<file path="config.mk">
export PLATFORM = sky130hd
export DESIGN_NAME = wheel_fault_hysteresis_monitor_unit_flat
export DESIGN_NICKNAME = d
export VERILOG_FILES = /design/src/rtl/whfm_pkg.sv /design/src/rtl/whfm_if.sv /design/src/rtl/whfm_cfg_regs.sv /design/src/rtl/whfm_entry_ram.sv /design/src/rtl/whfm_update.sv /design/src/rtl/wheel_fault_hysteresis_monitor_unit.sv /design/src/flat_wrapper.sv
export VERILOG_INCLUDE_DIRS = /design/src /design/src/rtl
export SDC_FILE = /design/constraint.sdc
export NUM_CORES = 1
export LEC_CHECK = 0
export BUFFER_PORTS_ARGS = -buffer_cell sky130_fd_sc_hd__buf_2
export CAP_MARGIN = 15
export CORE_ASPECT_RATIO = 1.25
export CORE_UTILIZATION = 40
export DETAILED_ROUTE_END_ITERATION = 16
export GPL_ROUTABILITY_DRIVEN = 0
export MAX_ROUTING_LAYER = met4
export PLACE_DENSITY = 0.55
export SYNTH_ARGS = -nofsm -noshare
export SYNTH_HDL_FRONTEND = slang
export SYNTH_SLANG_ARGS = --single-unit
export TNS_END_PERCENT = 5
</file>
<file path="constraint.sdc">
create_clock -name clk -period 5.4 [get_ports clk]
set_input_delay 0.54 -clock clk [delete_from_list [all_inputs] [get_ports clk]]
set_output_delay 0.54 -clock clk [all_outputs]
set_load 0.01 [all_outputs]
</file>
<file path="src/rtl/wheel_fault_hysteresis_monitor_unit_defines.svh">
// assertion macros for the wheel fault hysteresis monitor
`ifndef WHEEL_FAULT_HYSTERESIS_MONITOR_UNIT_DEFINES_SVH
`define WHEEL_FAULT_HYSTERESIS_MONITOR_UNIT_DEFINES_SVH

// same-cycle implication, clocked on clk, quiet during reset
`define WHFM_ASSERT_NOW(lbl, ante, cons, msg) \
	lbl: assert property (@(posedge clk) disable iff (!arst_n) (ante) |-> (cons)) \
		else $error(msg);

// next-cycle implication, clocked on clk, quiet during reset
`define WHFM_ASSERT_NEXT(lbl, ante, cons, msg) \
	lbl: assert property (@(posedge clk) disable iff (!arst_n) (ante) |=> (cons)) \
		else $error(msg);

`endif

</file>
<file path="src/rtl/whfm_pkg.sv">
// types, codes and constants of the wheel fault hysteresis monitor
`timescale 1ns / 1ps
package whfm_pkg;
	localparam int MAX_WHEELS = 8;
	localparam int WHEEL_W = 3;
	localparam int WIU_W = 4;
	localparam int MAG_W = 15;
	localparam int CNT_W = 16;
	localparam int CFG_DATA_W = 16;
	localparam int CFG_IDX_W = 3;

	localparam logic [MAG_W-1:0] MAG_MAX = '1;
	localparam logic [CNT_W-1:0] CNT_MAX = '1;

	typedef enum logic [1:0] {
		KIND_SAMPLE = 2'd0,
		KIND_RESET  = 2'd1,
		KIND_CLEAR  = 2'd2
	} kind_t;

	typedef enum logic [1:0] {
		ST_OK       = 2'd0,
		ST_DEGRADED = 2'd1,
		ST_INVALID  = 2'd2
	} status_t;

	typedef enum logic [CFG_IDX_W-1:0] {
		REG_WHEELS_IN_USE      = 3'd0,
		REG_FAULT_THRESHOLD    = 3'd1,
		REG_RECOVERY_THRESHOLD = 3'd2,
		REG_FAULT_SAMPLES      = 3'd3,
		REG_RECOVERY_SAMPLES   = 3'd4
	} reg_idx_t;

	typedef struct packed {
		logic             ok;
		logic [WIU_W-1:0] wheels_in_use;
		logic [MAG_W-1:0] fault_threshold;
		logic [MAG_W-1:0] recovery_threshold;
		logic [CNT_W-1:0] fault_samples;
		logic [CNT_W-1:0] recovery_samples;
	} cfg_t;

	typedef struct packed {
		logic [MAG_W-1:0] mag;
		logic [CNT_W-1:0] high_cnt;
		logic [CNT_W-1:0] low_cnt;
	} entry_t;
endpackage

</file>
<file path="src/rtl/whfm_if.sv">
// handshake channels for items and results
`timescale 1ns / 1ps
interface whfm_item_if;
	import whfm_pkg::*;
	logic               valid;
	logic               ready;
	logic [1:0]         kind;
	logic [WHEEL_W-1:0] wheel;
	logic signed [15:0] residual;
	logic               sensor_present;
	logic               start_healthy;

	modport source (output valid, kind, wheel, residual, sensor_present, start_healthy,
		input ready);
	modport sink (input valid, kind, wheel, residual, sensor_present, start_healthy,
		output ready);
endinterface

interface whfm_result_if;
	import whfm_pkg::*;
	logic             valid;
	logic             ready;
	logic [1:0]       status;
	logic             wheel_available;
	logic [MAG_W-1:0] residual_magnitude;
	logic [CNT_W-1:0] fault_count;
	logic [CNT_W-1:0] recovery_count;

	modport source (output valid, status, wheel_available, residual_magnitude, fault_count,
		recovery_count, input ready);
	modport sink (input valid, status, wheel_available, residual_magnitude, fault_count,
		recovery_count, output ready);
endinterface

</file>
<file path="src/rtl/whfm_cfg_regs.sv">
// configuration registers and configuration check
`timescale 1ns / 1ps
module whfm_cfg_regs import whfm_pkg::*; (
	input  logic                  clk,
	input  logic                  arst_n,
	input  logic                  cfg_we,
	input  logic [CFG_IDX_W-1:0]  cfg_index,
	input  logic [CFG_DATA_W-1:0] cfg_data,
	output cfg_t                  cfg
);
	logic [WIU_W-1:0] wiu_q;
	logic [MAG_W-1:0] fthr_q;
	logic [MAG_W-1:0] rthr_q;
	logic [CNT_W-1:0] fsmp_q;
	logic [CNT_W-1:0] rsmp_q;

	always_ff @(posedge clk or negedge arst_n) begin
		if (!arst_n) begin
			wiu_q  <= WIU_W'(4);
			fthr_q <= MAG_W'(256);
			rthr_q <= MAG_W'(128);
			fsmp_q <= CNT_W'(3);
			rsmp_q <= CNT_W'(3);
		end else if (cfg_we) begin
			case (cfg_index)
				REG_WHEELS_IN_USE:      wiu_q  <= cfg_data[WIU_W-1:0];
				REG_FAULT_THRESHOLD:    fthr_q <= cfg_data[MAG_W-1:0];
				REG_RECOVERY_THRESHOLD: rthr_q <= cfg_data[MAG_W-1:0];
				REG_FAULT_SAMPLES:      fsmp_q <= cfg_data[CNT_W-1:0];
				REG_RECOVERY_SAMPLES:   rsmp_q <= cfg_data[CNT_W-1:0];
				default: ;
			endcase
		end
	end

	always_comb begin
		cfg.wheels_in_use      = wiu_q;
		cfg.fault_threshold    = fthr_q;
		cfg.recovery_threshold = rthr_q;
		cfg.fault_samples      = fsmp_q;
		cfg.recovery_samples   = rsmp_q;
		cfg.ok = (wiu_q != '0) && (wiu_q <= WIU_W'(MAX_WHEELS)) && (fthr_q != '0) &&
			(rthr_q < fthr_q) && (fsmp_q != '0) && (rsmp_q != '0);
	end
endmodule

</file>
<file path="src/rtl/whfm_entry_ram.sv">
// per-wheel count and magnitude memory, one read and one write port
`timescale 1ns / 1ps
module whfm_entry_ram import whfm_pkg::*; (
	input  logic               clk,
	input  logic               rd_en,
	input  logic [WHEEL_W-1:0] rd_addr,
	output entry_t             rd_data,
	input  logic               wr_en,
	input  logic [WHEEL_W-1:0] wr_addr,
	input  entry_t             wr_data
);
	entry_t mem [MAX_WHEELS];
	entry_t rd_data_q;

	always_ff @(posedge clk) begin
		if (wr_en)
			mem[wr_addr] <= wr_data;
	end

	// old data on a same-address collision, caller forwards
	always_ff @(posedge clk) begin
		if (rd_en)
			rd_data_q <= mem[rd_addr];
	end

	assign rd_data = rd_data_q;
endmodule

</file>
<file path="src/rtl/whfm_update.sv">
// next wheel state for a sample or a single-wheel reset
`timescale 1ns / 1ps
module whfm_update import whfm_pkg::*; (
	input  cfg_t               cfg,
	input  logic [1:0]         kind,
	input  logic signed [15:0] residual,
	input  logic               sensor_present,
	input  logic               start_healthy,
	input  entry_t             ent_in,
	input  logic               faulted_in,
	output entry_t             ent_out,
	output logic               faulted_out
);
	logic [15:0]      neg;
	logic [MAG_W-1:0] mag;
	logic [CNT_W-1:0] hi_inc;
	logic [CNT_W-1:0] lo_inc;

	always_comb begin
		neg = 16'(-residual);
		if (residual[15])
			mag = (neg[15]) ? MAG_MAX : neg[MAG_W-1:0];
		else
			mag = residual[MAG_W-1:0];
		hi_inc = (ent_in.high_cnt == CNT_MAX) ? CNT_MAX : ent_in.high_cnt + 1'b1;
		lo_inc = (ent_in.low_cnt == CNT_MAX) ? CNT_MAX : ent_in.low_cnt + 1'b1;

		ent_out     = ent_in;
		faulted_out = faulted_in;
		case (kind)
			KIND_SAMPLE: begin
				ent_out.mag = mag;
				if (!sensor_present) begin
					faulted_out      = 1'b1;
					ent_out.high_cnt = cfg.fault_samples;
					ent_out.low_cnt  = '0;
				end else if (!faulted_in) begin
					ent_out.low_cnt = '0;
					if (mag >= cfg.fault_threshold) begin
						ent_out.high_cnt = hi_inc;
						if (hi_inc >= cfg.fault_samples)
							faulted_out = 1'b1;
					end else begin
						ent_out.high_cnt = '0;
					end
				end else begin
					ent_out.high_cnt = '0;
					if (mag <= cfg.recovery_threshold) begin
						if (lo_inc >= cfg.recovery_samples) begin
							faulted_out     = 1'b0;
							ent_out.low_cnt = '0;
						end else begin
							ent_out.low_cnt = lo_inc;
						end
					end else begin
						ent_out.low_cnt = '0;
					end
				end
			end
			KIND_RESET: begin
				ent_out     = '0;
				faulted_out = !start_healthy;
			end
			default: ;
		endcase
	end
endmodule

</file>
<file path="src/rtl/wheel_fault_hysteresis_monitor_unit.sv">
// top level of the wheel fault hysteresis monitor
`timescale 1ns / 1ps
// path: an accepted item is registered into stage 1 along with its memory read, then
//   is updated into the result register once that register is free or drained
// throughput: one item per cycle unless a held result stalls stage 1; the entry memory is
//   written back as the item leaves stage 1; a forwarding register serves same-wheel collisions
// reset: asynchronous, active low; all wheels healthy with zero counts at once
//   (per-entry valid bits, no clearing pass), registers back to their defaults
module wheel_fault_hysteresis_monitor_unit import whfm_pkg::*; (
	input  logic                  clk,
	input  logic                  arst_n,
	whfm_item_if.sink             req,
	whfm_result_if.source         rsp,
	input  logic                  cfg_we,
	input  logic [CFG_IDX_W-1:0]  cfg_index,
	input  logic [CFG_DATA_W-1:0] cfg_data
);
`include "wheel_fault_hysteresis_monitor_unit_defines.svh"

	cfg_t cfg;

	// stage 1: item waiting on its memory read
	logic               vld_s1;
	logic [1:0]         kind_s1;
	logic [WHEEL_W-1:0] wheel_s1;
	logic signed [15:0] residual_s1;
	logic               present_s1;
	logic               assume_s1;

	// per-wheel flags kept in flops so degraded can see all wheels at once
	logic [MAX_WHEELS-1:0] faulted_q;
	logic [MAX_WHEELS-1:0] ent_vld_q;

	// last write into the entry memory, for read-after-write collisions
	logic               fwd_vld_q;
	logic [WHEEL_W-1:0] fwd_addr_q;
	entry_t             fwd_data_q;

	// output register
	logic             out_vld_q;
	status_t          status_q;
	logic             avail_q;
	logic [MAG_W-1:0] mag_q;
	logic [CNT_W-1:0] hi_q;
	logic [CNT_W-1:0] lo_q;

	logic   in_acc;
	logic   adv;
	entry_t rd_data;
	entry_t ent_cur;
	entry_t ent_new;
	logic   faulted_new;
	logic   item_ok;
	logic   wr_en;
	logic   is_clear;
	logic [MAX_WHEELS-1:0] faulted_next;
	logic [MAX_WHEELS-1:0] in_use_mask;

	whfm_cfg_regs u_cfg (
		.clk       (clk),
		.arst_n    (arst_n),
		.cfg_we    (cfg_we),
		.cfg_index (cfg_index),
		.cfg_data  (cfg_data),
		.cfg       (cfg)
	);

	// stage 1 moves on whenever the output register is free or drained
	assign adv       = vld_s1 && (!out_vld_q || rsp.ready);
	assign req.ready = !vld_s1 || adv;
	assign in_acc    = req.valid && req.ready;

	whfm_entry_ram u_ram (
		.clk     (clk),
		.rd_en   (in_acc),
		.rd_addr (req.wheel),
		.rd_data (rd_data),
		.wr_en   (wr_en),
		.wr_addr (wheel_s1),
		.wr_data (ent_new)
	);

	always_ff @(posedge clk or negedge arst_n) begin
		if (!arst_n)
			vld_s1 <= 1'b0;
		else if (req.ready)
			vld_s1 <= req.valid;
	end

	always_ff @(posedge clk) begin
		if (in_acc) begin
			kind_s1     <= req.kind;
			wheel_s1    <= req.wheel;
			residual_s1 <= req.residual;
			present_s1  <= req.sensor_present;
			assume_s1   <= req.start_healthy;
		end
	end

	// current entry: cleared wheels read as zero, fresh writes come from the bypass
	always_comb begin
		if (!ent_vld_q[wheel_s1])
			ent_cur = '0;
		else if (fwd_vld_q && (fwd_addr_q == wheel_s1))
			ent_cur = fwd_data_q;
		else
			ent_cur = rd_data;
	end

	whfm_update u_upd (
		.cfg            (cfg),
		.kind           (kind_s1),
		.residual       (residual_s1),
		.sensor_present (present_s1),
		.start_healthy  (assume_s1),
		.ent_in         (ent_cur),
		.faulted_in     (faulted_q[wheel_s1]),
		.ent_out        (ent_new),
		.faulted_out    (faulted_new)
	);

	// kind 3, out-of-range wheels and any item under a bad configuration are rejected, clear skips the index check
	always_comb begin
		is_clear = (kind_s1 == KIND_CLEAR);
		item_ok  = cfg.ok && (kind_s1 == KIND_SAMPLE || kind_s1 == KIND_RESET || is_clear) &&
			(is_clear || ({1'b0, wheel_s1} < cfg.wheels_in_use));
		wr_en    = adv && item_ok && !is_clear;

		faulted_next = faulted_q;
		if (is_clear)
			faulted_next = '0;
		else
			faulted_next[wheel_s1] = faulted_new;

		for (int i = 0; i < MAX_WHEELS; i++)
			in_use_mask[i] = (WIU_W'(i) < cfg.wheels_in_use);
	end

	always_ff @(posedge clk or negedge arst_n) begin
		if (!arst_n) begin
			faulted_q <= '0;
			ent_vld_q <= '0;
			fwd_vld_q <= 1'b0;
		end else if (adv && item_ok) begin
			faulted_q <= faulted_next;
			if (is_clear) begin
				ent_vld_q <= '0;
				fwd_vld_q <= 1'b0;
			end else begin
				ent_vld_q[wheel_s1] <= 1'b1;
				fwd_vld_q           <= 1'b1;
			end
		end
	end

	always_ff @(posedge clk) begin
		if (wr_en) begin
			fwd_addr_q <= wheel_s1;
			fwd_data_q <= ent_new;
		end
	end

	// result register
	always_ff @(posedge clk or negedge arst_n) begin
		if (!arst_n)
			out_vld_q <= 1'b0;
		else if (adv)
			out_vld_q <= 1'b1;
		else if (rsp.ready)
			out_vld_q <= 1'b0;
	end

	always_ff @(posedge clk) begin
		if (adv) begin
			if (!item_ok) begin
				status_q <= ST_INVALID;
				avail_q  <= 1'b0;
				mag_q    <= '0;
				hi_q     <= '0;
				lo_q     <= '0;
			end else begin
				status_q <= (|(faulted_next & in_use_mask)) ? ST_DEGRADED : ST_OK;
				if (is_clear) begin
					avail_q <= 1'b1;
					mag_q   <= '0;
					hi_q    <= '0;
					lo_q    <= '0;
				end else begin
					avail_q <= !faulted_new;
					mag_q   <= ent_new.mag;
					hi_q    <= ent_new.high_cnt;
					lo_q    <= ent_new.low_cnt;
				end
			end
		end
	end

	assign rsp.valid              = out_vld_q;
	assign rsp.status             = status_q;
	assign rsp.wheel_available    = avail_q;
	assign rsp.residual_magnitude = mag_q;
	assign rsp.fault_count        = hi_q;
	assign rsp.recovery_count     = lo_q;

	// an invalid answer carries nothing but its status
	`WHFM_ASSERT_NOW(a_invalid_zero, out_vld_q && status_q == ST_INVALID, !avail_q && mag_q == '0 && hi_q == '0 && lo_q == '0, "invalid result with nonzero fields")
	// a finished item always lands in the result register
	`WHFM_ASSERT_NEXT(a_adv_out, adv, out_vld_q, "stage 1 advanced without a result")
	// a clear leaves every wheel healthy and every entry unwritten
	`WHFM_ASSERT_NEXT(a_clear_all, adv && item_ok && is_clear, faulted_q == '0 && ent_vld_q == '0 && !fwd_vld_q, "clear did not wipe the wheel state")
	// a write-back marks its entry valid and arms the bypass
	`WHFM_ASSERT_NEXT(a_wr_mark, wr_en, ent_vld_q[$past(wheel_s1)] && fwd_vld_q && fwd_addr_q == $past(wheel_s1), "write-back not recorded")
endmodule
</file>
<file path="src/flat_wrapper.sv">
// flat-port wrapper written by rule: the top's interface ports become plain ports
module wheel_fault_hysteresis_monitor_unit_flat import whfm_pkg::*;
  (clk, arst_n, cfg_we, cfg_index, cfg_data, req_valid, req_kind, req_wheel, req_residual, req_sensor_present, req_start_healthy, req_ready, rsp_valid, rsp_status, rsp_wheel_available, rsp_residual_magnitude, rsp_fault_count, rsp_recovery_count, rsp_ready);
  whfm_item_if req_i ();
  whfm_result_if rsp_i ();
  input  logic clk;
  input  logic arst_n;
  input  logic cfg_we;
  input  logic [CFG_IDX_W-1:0] cfg_index;
  input  logic [CFG_DATA_W-1:0] cfg_data;
  input wire logic [$bits(req_i.valid)-1:0] req_valid;
  input wire logic [$bits(req_i.kind)-1:0] req_kind;
  input wire logic [$bits(req_i.wheel)-1:0] req_wheel;
  input wire logic [$bits(req_i.residual)-1:0] req_residual;
  input wire logic [$bits(req_i.sensor_present)-1:0] req_sensor_present;
  input wire logic [$bits(req_i.start_healthy)-1:0] req_start_healthy;
  output wire logic [$bits(req_i.ready)-1:0] req_ready;
  output wire logic [$bits(rsp_i.valid)-1:0] rsp_valid;
  output wire logic [$bits(rsp_i.status)-1:0] rsp_status;
  output wire logic [$bits(rsp_i.wheel_available)-1:0] rsp_wheel_available;
  output wire logic [$bits(rsp_i.residual_magnitude)-1:0] rsp_residual_magnitude;
  output wire logic [$bits(rsp_i.fault_count)-1:0] rsp_fault_count;
  output wire logic [$bits(rsp_i.recovery_count)-1:0] rsp_recovery_count;
  input wire logic [$bits(rsp_i.ready)-1:0] rsp_ready;
  assign req_i.valid = req_valid;
  assign req_i.kind = req_kind;
  assign req_i.wheel = req_wheel;
  assign req_i.residual = req_residual;
  assign req_i.sensor_present = req_sensor_present;
  assign req_i.start_healthy = req_start_healthy;
  assign req_ready = req_i.ready;
  assign rsp_valid = rsp_i.valid;
  assign rsp_status = rsp_i.status;
  assign rsp_wheel_available = rsp_i.wheel_available;
  assign rsp_residual_magnitude = rsp_i.residual_magnitude;
  assign rsp_fault_count = rsp_i.fault_count;
  assign rsp_recovery_count = rsp_i.recovery_count;
  assign rsp_i.ready = rsp_ready;
  wheel_fault_hysteresis_monitor_unit u_core (.clk(clk), .arst_n(arst_n), .req(req_i), .rsp(rsp_i), .cfg_we(cfg_we), .cfg_index(cfg_index), .cfg_data(cfg_data));
endmodule
</file>
==> flow_summary.toml, run 1 <==
[logic_synthesis]
synth_top_area_cell = "edfxtp_1"
synth_most_common_cell = "edfxtp_1"
yosys_warnings = 0
ys_ff_latch = 631
synthesis.area_um2 = 28440
synth_edf_count = 546
synth-main-ff-cell = "edfxtp_1"
synth.area.top_cells = "edfxtp_1, mux4_2, dfrtp_1"
synth_top_cells_by_count = "edfxtp_1, nand2_1, o21ai_0, mux4_2, nor2_1"
ys_types = 83
syn_area_per_cell_um2 = 14.86
ys_async_sr_fraction_pct = 13.47
synth_cells = 1914
synth_fp_nets = 2042
yosys.area.top_type_share_pct = 57.65
seq_area_frac_synth_pct = 65.15

[power]
leakage_nw = 11.72
power.total_mw = 12.59
vdd_ir_drop_max_mv = 0.2306
power.density_nw_per_um2 = 385.0

[drt]
wire_per_inst_um = 24.51
drt-initial-drc-count = 1147
routed_via_density = 5.633
wirelength_mm = 74.91
antenna_left = 0
vias = 17210
drc = 0
drt_pass1_iterations = 6

[global_route]
grt_pass1_vias = 17410
overflow = 0
grt_pass1_wl_mm = 111.7
grt_max_degree = 67
antenna_found_initial = 0
grt.total_usage_pct = 21.70

[setup_path]
critical_path.max_fanout = 10
cp.buffers_inverters = 2
critPathLaunchType = "register"
end_kind = "register"
crit_chain = "xnor2_1, nand4_1, buf_4, buf_4, mux2i_1, nor2_1, ha_1, nand2_1, mux2i_4, o2111ai_1, xor2_1, nand2_1, ha_1, nand4_1, nor2_1, nor4b_1, nor3_1, o311a_2, o21ba_2"
cpPeakStageDelay_ps = 520
cp_data_required_time_ps = 5770
cp.arrival_ps = 5470
slowest_stage = "edfxtp_1"
cp_top_family = "simple AND/OR/NAND/NOR gates"
critPathKind = "reg -> reg"

[floorplanning]
ioPinCount = 99
die_area_um2 = 72180
die_w_um = 240.5
rows = 108
start_util_pct = 40.71
dieHeight_um = 300.1
coreArea_um2 = 69860

[timing]
setup_viol = 0
slew_headroom_pct = 25.40
finClkSkew_ps = 38.16
tns_ps = 0
max_freq_mhz = 195.8
final.period_utilization_pct = 94.57
timing.final.hold_violations = 0
tightest_slew_ps = 1118
slew_violations = 0
fin_crit_ps = 5107

[clocking]
clockBufferDepth = 3
cts_buffers = 67
clk_transition_reported_paths_ps = 60
cts_root_buf = "clkbuf_16"
cts.sinks = 631
clkLatencyLatePin_ps = 630
htreeDepth = 3
cts_tree = "done"

[worst_hold_path]
min_path_type = "in -> reg"

[cells_and_area]
layout.cells.non_filler = 3056
areaGrowthSynthToFinish_pct = 14.98
fin_area_um2 = 32700
finish.utilization_pct = 46.81
drive_gt1_share_pct = 23.68
nets = 2199

[placement]
place_hpwl_mm = 48.01
placedInstanceArea_um2 = 30430
place_inst = 2933
io_buffers = 98

[outcome]
outcome = "finished, final reports clean"

[flow_run]
drv_cap = 0
-- cells by family (layout without fill, tap and decap cells) --
family | count (synthesis) | count (layout) | synth area share, %
XOR/XNOR | 22 | 22 | 0.6774
flip-flops | 631 | 631 | 65.15
AND/OR/NAND/NOR | 467 | 467 | 8.130
other | 0 | 1 | 0
buffers and inverters | 169 | 375 | 2.525
AO/OA/AOI/OAI | 309 | 309 | 7.061
adder cells (fa/ha/maj) | 81 | 81 | 3.563
multiplexers | 235 | 235 | 12.89
-- power by group --
group | switching (mW) | leakage [nW] | total, mW | internal [mW]
sequential | 0.225 | 6.13 | 5.98 | 5.75
clock | 1.94 | 1.04 | 4.59 | 2.65
combinational | 1.28 | 4.55 | 2.02 | 0.741
-- per-layer routing --
metal	GRT usage (%)	part of all wire, %
met1	28.05	43
met2	35.65	50
met3	2.855	4.6
met4	6.354	2.4
met5	-	0
-- metrics by stage --
stage	hold WS (ps)	setup slack, ps
floorplan	244.4	129.2
global placement	426.5	155.0
detailed placement	437.9	57.57
CTS	73.11	13.11
global route	80.63	-9.911
finish	101.8	293.5
-- flip-flops by register name, summed over array words and instances (netlist names), 2 cells and up --
register                       flops
u_core.u_ram.mem                 376
u_core.fwd_data_q                 47
u_core.u_ram.rd_data              47
u_core.residual_s1                16
u_core.rsp.fault_count            16
u_core.rsp.recovery_count         16
u_core.u_cfg.fsmp_q               16
u_core.u_cfg.rsmp_q               16
u_core.rsp.residual_magnitude     15
u_core.u_cfg.fthr_q               15
u_core.u_cfg.rthr_q               15
u_core.ent_vld_q                   8
u_core.faulted_q                   8
u_core.u_cfg.wiu_q                 4
u_core.fwd_addr_q                  3
u_core.wheel_s1                    3
u_core.kind_s1                     2
u_core.rsp.status                  2
-- cell type report --
| cell class | instances | area, um^2 |
|---|---|---|
| fillers | 6129 | 37160 |
| flip-flops and latches | 631 | 18530 |
| multi-input cells | 1114 | 9336 |
| clock buffers | 80 | 1768 |
| repair buffers | 173 | 1184 |
| well taps | 935 | 1170 |
| clock inverters | 38 | 396.6 |
| inverters | 84 | 315.3 |
| diodes | 1 | 2.502 |
-- final timing paths --
kind                                                             to  cells past startpoint                    startpoint  slack (ps)
hold reg to reg                        u_core.rsp.valid$_DFFE_PN0P_                      1     u_core.vld_s1$_DFFE_PN0N_         510
setup / recovery           u_core.rsp.wheel_available$_SDFFCE_PN0P_                     19  u_core.wheel_s1[1]$_DFFE_PP_         290
min in group asynchronous        u_core.u_cfg.fsmp_q[8]$_DFFE_PN0P_                      2                        arst_n         340
hold / removal                          u_core.kind_s1[0]$_DFFE_PP_                      1                   req_kind[0]         100
setup reg to reg           u_core.rsp.wheel_available$_SDFFCE_PN0P_                     19  u_core.wheel_s1[1]$_DFFE_PP_         290
max in group asynchronous                 u_core.vld_s1$_DFFE_PN0N_                      3                        arst_n        3870
-- what timing repair did --
action	in CTS	in global routing
setup buffers	0	3
pin swaps	0	3
endpoints found under the hold margin	16	0
resized for setup	1	15
hold buffers	1	0
endpoints found under the setup margin	1	170
-- cell usage in the layout, fill, tap and decap left out, types with 57 or more instances in the layout --
cell       netlist  layout
nor2_1          87      77
edfxtp_1       546     546
mux4_2          96      96
inv_1           84      82
dfrtp_1         78      78
o21ai_0        102     100
buf_4           11      66
mux2_2          80      80
buf_2            9      95
ha_1            81      80
a21oi_1         60      59
mux2i_1         58      57
nand2_1        158     158
clkbuf_16        0      69
-- worst register-to-register path, delay by kind of cell (launching register included) --
kind	cells	cell delay (ps)
compound gates	3	950
xor+xnor	2	520
fa+ha+maj	2	560
buf+inv	2	380
flops	1	520
mux	2	470
simple gates	8	1490
Note: power is estimated with default switching activity, not from simulation.
==> run 2: changes to the inputs <==
PLACE_DENSITY = 0.52   (was 0.55)
clock period = 5.6 ns   (was 5.4 ns; I/O delays follow)
==> run 2 against run 1 <==
- routed wire length grew 2.9%
- via count rose by 0.46%
- design area down 0.40%
- die area stayed put
- largest cell class unchanged
- count of clock-buffer cells in the layout shrank 2
- sequential share of layout area up 0.23 points
- critical path type unchanged
- setup slack worse by 38 ps
- total power shrank 5.3%
- non-clock buffer count rose by 3
- largest power group unchanged
==> flow_summary.toml, run 2 (same netlist as run 1, synthesis figures left out) <==
[setup_path]
slowest_stage = "o22ai_1"
cp_data_required_time_ps = 5900
crit_chain = "xnor2_1, nand4_1, mux2i_1, nor2_1, ha_1, nand3_1, mux2i_2, nand4_2, o21ai_0, inv_1, ha_1, nand2b_1, a2111o_1, a311oi_1, nand4_1, or2_1, o22ai_1"
critical_path.max_fanout = 10
ff2ff_setup_slack_ps = 260
cp_top_family = "compound AO/OA/AOI/OAI gates"
path_depth = 17
end_kind = "register"
critPathLaunchType = "register"
rr_worst_depth = 17
critPathKind = "reg -> reg"
cp.buffers_inverters = 1
cp.arrival_ps = 5650
cpPeakStageDelay_ps = 630

[cells_and_area]
n_antenna_cell = 0
largest-register = "u_core.u_ram.mem"
areaGrowthSynthToFinish_pct = 14.52
fin_area_um2 = 32570
largest_reg_flops = 376
layout_common_cells = "edfxtp_1, nand2_1, o21ai_0"
final_common_cell = "edfxtp_1"
layout.cells.non_filler = 3061
nets = 2202
drive_gt1_share_pct = 23.14

[floorplanning]
rows = 108
ioPinCount = 99
die_w_um = 240.5
start_util_pct = 40.71
die_area_um2 = 72180
coreArea_um2 = 69860
dieHeight_um = 300.1

[clocking]
clk_transition_reported_paths_ps = 60
htreeDepth = 3
cts_tree = "done"
cts.sinks = 631
cts_root_buf = "clkbuf_16"
clockBufferDepth = 3
cts_buffers = 67
clkLatencyLatePin_ps = 600

[power]
power.total_mw = 11.93
power.density_nw_per_um2 = 366.2
leakage_nw = 11.72
vdd_ir_drop_max_mv = 0.2040

[drt]
drc = 0
antenna_left = 0
wirelength_mm = 77.04
drt-initial-drc-count = 1273
vias = 17290
routed_via_density = 5.649
wire_per_inst_um = 25.17
drt_pass1_iterations = 4

[timing]
slew_headroom_pct = 30.79
tightest_slew_ps = 1027
max_freq_mhz = 187.1
slew_violations = 0
setup_viol = 0
finClkSkew_ps = 21.00
fin_crit_ps = 5345
final.period_utilization_pct = 95.44
rsz0062_at_grt = "yes"
tns_ps = 0
holdWs_ps = 142.8
timing.final.hold_violations = 0

[outcome]
outcome = "finished, final reports clean"

[placement]
place_hpwl_mm = 50.61
placedInstanceArea_um2 = 30450
place_inst = 2937
io_buffers = 98

[flow_run]
drv_cap = 0

[global_route]
grt_pass1_vias = 17490
antenna_found_initial = 1
grt_pass1_wl_mm = 113.8
grt_max_degree = 85
grt.total_usage_pct = 22.23
overflow = 0

[worst_hold_path]
min_path_type = "in -> reg"
hold_path_depth = 1
[run 2: changes by cell type in the layout (fill, tap and decap cells not counted), moves of 3 or more]
cell and change:
buf_4 +3, clkinv_4 -3, clkinv_1 +8, o22ai_1 +3, clkinv_2 +7, o22ai_2 -3, bufinv_16 -3, clkinvlp_4 -4
[run 2: area by class of cell]
| cell class | instances | area, um^2 |
|---|---|---|
| Multi-Input combinational cell | 1114 | 9276 |
| Fill cell | 6114 | 37290 |
| Clock buffer | 78 | 1739 |
| Timing Repair Buffer | 176 | 1221 |
| Sequential cell | 631 | 18530 |
| Tap cell | 935 | 1170 |
| Clock inverter | 43 | 319.1 |
| Inverter | 84 | 315.3 |
[run 2: where the power goes]
| group | leakage (nW) | total [mW] | switching (mW) | internal, mW |
|---|---|---|---|---|
| registers | 6.13 | 5.76 | 0.214 | 5.55 |
| logic | 4.58 | 1.94 | 1.22 | 0.722 |
| clock network | 1.01 | 4.23 | 1.85 | 2.38 |
[run 2: final timing paths]
path	startpoint	end
max	u_core.wheel_s1[2]$_DFFE_PP_	u_core.u_ram.mem[2][11]$_DFFE_PP_
min reg2reg	u_core.vld_s1$_DFFE_PN0N_	u_core.rsp.valid$_DFFE_PN0P_
max in group asynchronous	arst_n	u_core.u_cfg.fthr_q[8]$_DFFE_PN1P_
min in group asynchronous	arst_n	u_core.u_cfg.fsmp_q[0]$_DFFE_PN1P_
min	req_kind[0]	u_core.kind_s1[0]$_DFFE_PP_
max reg2reg	u_core.wheel_s1[2]$_DFFE_PP_	u_core.u_ram.mem[2][11]$_DFFE_PP_
[run 2: per-layer routing]
metal / up-vias / wire length (um) / global-route usage, %
met3: 109 / 3751 / 3.158
met4: 0 / 1763 / 6.309
met2: 493 / 38110 / 36.03
met1: 8928 / 33410 / 29.10
met5: - / 0 / -
li1: 7763 / - / -
[run 2: stage by stage]
step | utilization (%) | setup slack [ps]
floorplan | - | 309.2
global placement | 43.55 | 337.5
detailed placement | 43.59 | 179.2
CTS | 46.55 | 159.8
global route | 46.62 | -20.88
finish | 46.62 | 255.1
[run 2: timing repair]
action	in CTS	in global routing
setup buffers	0	1
setup endpoints to repair	0	56
hold buffers	1	0
resized for setup	0	6
hold endpoints to repair	1	0
